File: config.mk
export PLATFORM = sky130hd
export DESIGN_NAME = poi_ram
export DESIGN_NICKNAME = d
export VERILOG_FILES = /design/src/design/poi_ram.sv
export SDC_FILE = /design/constraint.sdc
export NUM_CORES = 2
export LEC_CHECK = 0
export BUFFER_PORTS_ARGS = -buffer_cell sky130_fd_sc_hd__buf_4
export CELL_PAD_IN_SITES_DETAIL_PLACEMENT = 2
export CELL_PAD_IN_SITES_GLOBAL_PLACEMENT = 2
export CORE_MARGIN = 2
export CORE_UTILIZATION = 33
export CTS_BUF_LIST = sky130_fd_sc_hd__clkbuf_2 sky130_fd_sc_hd__clkbuf_4 sky130_fd_sc_hd__clkbuf_8
export DETAILED_ROUTE_END_ITERATION = 8
export GPL_ROUTABILITY_DRIVEN = 0
export HOLD_SLACK_MARGIN = 0.06
export PLACE_DENSITY_LB_ADDON = 0.1
export SLEW_MARGIN = 5
export SYNTH_ARGS = -nofsm -noshare
export SYNTH_HDL_FRONTEND = slang
export SYNTH_SLANG_ARGS = --single-unit
export TNS_END_PERCENT = 5
File: constraint.sdc
create_clock -name clk -period 10.05 [get_ports clk]
set_input_delay 1.5075 -clock clk [delete_from_list [all_inputs] [get_ports clk]]
set_output_delay 1.5075 -clock clk [all_outputs]
set_load 0.05 [all_outputs]
File: src/design/poi_ram.sv
// Generic single-port-write, single-port-read RAM with registered read data.
module poi_ram #(
  parameter int unsigned WIDTH = 48,
  parameter int unsigned DEPTH = 64
) (
  input  logic                     clk,
  input  logic                     we,
  input  logic [$clog2(DEPTH)-1:0] waddr,
  input  logic [WIDTH-1:0]         wdata,
  input  logic [$clog2(DEPTH)-1:0] raddr,
  output logic [WIDTH-1:0]         rdata
);

  logic [WIDTH-1:0] mem [DEPTH];

  // Write port and registered read port.
  always_ff @(posedge clk) begin
    if (we) begin
      mem[waddr] <= wdata;
    end
    rdata <= mem[raddr];
  end

endmodule
### Word-level counts from Yosys, hierarchy flattened

Memory sizes are Yosys's and may differ from the RTL's. A register that Yosys moved wholly into a read port is not among the register bits.
Index checks and enable logic that the tools add are counted.

| cells by class | value |
|---|---|
| add/sub/neg operators | 0 |
| $mul | 0 |
| divide/modulo/power cells | 0 |
| order comparisons | 0 |
| eq/ne operators | 0 |
| shift-type cells | 0 |
| mux-type cells | 2 |
| bitwise gates (word level) | 0 |
| reductions and logical operators | 0 |

Operators with widths:

| kind | count |
|---|---|
| 2-to-1 mux 1 bit | 2 |

| storage, ports and cells | value |
|---|---|
| bits in registers | 0 |
| bits in latches | 0 |
| RAM bits | 3,072 |
| memory bits (read-only) | 0 |
| logic and storage cells | 3 |
| memories | 1 |

Memory list:

| memory | depth | bits a word | rd ports | clocked after memory_dff | wr ports | line | RTL |
|---|---|---|---|---|---|---|---|
| mem | 64 | 48 | 1 | 1 | 1 | 14 | `logic [WIDTH-1:0] mem [DEPTH];` |

### Longest topological paths before layout

| logic depth | value |
|---|---|
| depth after elaboration | 2 |
| mapped depth | 9 |

### Worst setup path before layout

No wires, ideal clock.

| timing path | value |
|---|---|
| path kind | input -> register |
| from | in waddr[3] |
| to | mem mem[48][0], enable pin |
| library setup time | 513 ps |
| arrival | 5,280 ps |
| data required time | 9,537 ps |
| slack | 4,258 ps |
| cell stages on the path | 4 |
| buffers on the path | 1 |
| cell sequence | clkbuf_1 nor2b_1 nand4b_1 nor3_1 |

RTL lines:

| element | line | RTL |
|---|---|---|
| start, declared | 8 | `input logic [$clog2(DEPTH)-1:0] waddr,` |
| end, declared | 14 |  |

No word-level cell before the write port.

==> results.cfg <==
[worst_setup_path]
reg2reg_depth = 4
crit_slowest_cell = buf_4
max_stage_delay_ns = 0.71
start_kind = primary input
reg2reg_to = rdata[46]
critPathArrivalTime_ns = 5.05
crit_chain = buf_8 -> buf_4 -> buf_4 -> nand2b_1 -> a211oi_1 -> a311oi_1 -> a311oi_1 -> a211oi_1
path_class = primary input to flip-flop
worstPathMaxFanout = 66
path_delay_family = buffers and inverters
r2r_slack_ns = 7.63
path_buf_inv = 3
rr_startpoint = mem[11][46]
worst_ep_required_time_ns = 11.02
endpoint_kind = flip-flop

[yosys]
async_reset_ff_share_pct = 0
synthDominantCellAreaShare_pct = 78.8
syn_avg_cell_area_um2 = 23.6
synthTopCellsByCount = edfxtp_1 (3072), mux4_2 (754), nor2_1 (132)
seq_area_frac_synth_pct = 79.6
yosys.area.top_type = edfxtp_1
synth.net_count = 5032
yosysWarnings = 0
synthesis.area_mm2 = 0.117
ys_ff_latch = 3120
synth_ff_type = edfxtp_1
yosysMostFrequentCell = edfxtp_1
synth_area_leaders = edfxtp_1 (79%), mux4_2 (14%), dfxtp_1 (0.82%)
ys_types = 36
synth-edff-count = 3072
syn-instance-count = 4970

[timing]
fin_crit_sh_pct = 40.6
clock_skew_ns = 0.0612
slew_headroom_pct = 5.40
fin_crit_ns = 4.08
hold_viol_final = 0
setup_violations = 0
drv_slew = 0
maxClockFrequency_mhz = 245
worstMarginPinSlew_ns = 1.42
rsz0062_at_grt = no
finalSetupTns_ns = 0

[cts]
cts_setup_buffers = 0
cts_sinks = 3120
h-tree-depth = 6
cts_buffers = 555
tritoncts = done
cts_resized = 0
insertion_delay_ns = 1.16
ctsHoldBuffers = 0
cts_root_buf = clkbuf_8
cts.reportedPaths.clkPinSlew_ns = 0.06
cts_max_path_buffers = 4

[place]
hpwlAfterDp_um = 222000
dpl.cell_count = 9709
io_buffers = 109
post_dp_cell_area_mm2 = 0.124

[layout]
stdcell_count = 10700
area_delta_synth_final_pct = 15.4
n_fill_cell = 33000
utilization_pct = 38.3
fin_nets = 5598
drive_above_1_share_pct = 34.0
stdcell_area_mm2 = 0.135

[drt]
dr.first_iter.drc_count = 6033
routed_wl_um = 403000
dr.pass1.iters = 5
wl_per_cell_um = 37.7
via_count = 58200
viasPerCell = 5.44
ant_nets = 0
drc = 0

[grt]
grt_usage_pct = 22.3
grt_start_max_net_pins = 108
grt_pass1_wl_um = 547000
first_global_vias = 63300
grt-ovfl-total = 0
antenna_found_initial = 41

[worst_hold_path]
hold_depth = 4
whs_endpoint = rdata[20]
min_from = mem[58][20]
hold_class = flip-flop to flip-flop

[floorplan]
dieArea_mm2 = 0.360
rows = 218
ios = 110
core_area_mm2 = 0.353
die-height_um = 600
dieWidth_um = 600
start_util_pct = 33.2

[power_and_ir_drop]
p_per_area_mw_per_mm2 = 204
ir_worst_vdd_mv = 0.126
total_power_mw = 27.6
p_leak_nw = 41.8

[outcome]
status = finished clean

[job]
cap_violations = 0
-- flip-flops by register name, indices dropped and copies added, names as in the netlist --
| name | cells |
|---|---|
| mem | 3072 |
| rdata | 48 |
-- per-layer routing --
metal  wire (µm)  part of all wire (%)  vias up  GRT usage, %
li1            -                     -    22800             -
met1      173000                    43    33100          30.3
met2      199000                    49     1737          37.5
met3       20400                   5.1      564          3.47
met4        9870                   2.4       10          5.77
met5          56                 0.014        -             0
-- cell usage in the layout, fill, tap and decap left out, drive strengths merged, types with 19 or more instances in the layout --
cell / count
edfxtp: 3072
clkbuf: 806
mux4: 754
buf: 291
nor2: 132
clkinv: 123
o22ai: 122
a221oi: 83
a21oi: 74
a22oi: 72
mux2i: 63
a22o: 57
nand2: 55
dfxtp: 48
a211oi: 32
o221ai: 28
nor2b: 24
inv: 20
clkinvlp: 19
-- worst register-to-register path: stages, from the launching register on --
cell,delay [ns]
edfxtp_1,0.38
mux4_2,0.53
a22o_1,0.24
a221oi_1,0.86
a221oi_1,0.23
-- kinds of logic after synthesis --
kind of cell	share of synthesized area [%]
muxes	15.2
DFF	79.6
AOI/OAI and AO/OA	3.02
buffers and inverters	1.28
and+or+nand+nor	0.957
-- per-stage QoR --
stage	setup WS [ns]	hold WS (ns)
floorplan	4.26	0.710
global placement	4.72	0.837
detailed placement	4.76	0.841
CTS	6.04	0.728
global route	5.81	0.834
finish	5.97	0.845
-- layout make-up --
type | count | area [µm²] | share of cell area (%)
diodes | 8 | 20.0 | 0.0148
multi-input cells | 1568 | 23000 | 17.0
repair buffers | 291 | 2380 | 1.76
clock buffers | 806 | 9670 | 7.16
clock inverters | 165 | 1000 | 0.742
well taps | 4730 | 5920 | 4.38
flip-flops and latches | 3120 | 93200 | 69.0
-- worst max-delay path by stage --
stage                       endpoint  depth (start not counted)  slack [ns]      from
final                      rdata[33]                          8        5.97  raddr[2]
after global routing       rdata[33]                          8        5.81  raddr[0]
after CTS                  rdata[33]                          8        6.04  raddr[2]
after detailed placement   rdata[33]                          8        4.76  raddr[0]
after global placement     rdata[33]                          8        4.72  raddr[0]
after floorplan           mem[48][0]                          4        4.26  waddr[3]
-- where the power goes --
| part | switching [mW] | leakage, nW | internal [mW] | total (mW) |
|---|---|---|---|---|
| Clock | 5.41 | 5.63 | 6.26 | 11.7 |
| Combinational | 0.949 | 8.16 | 0.468 | 1.42 |
| Sequential | 0.0747 | 28.0 | 14.4 | 14.5 |
| Total | 6.43 | 41.8 | 21.1 | 27.6 |
Power figures use the tool's default switching activity.
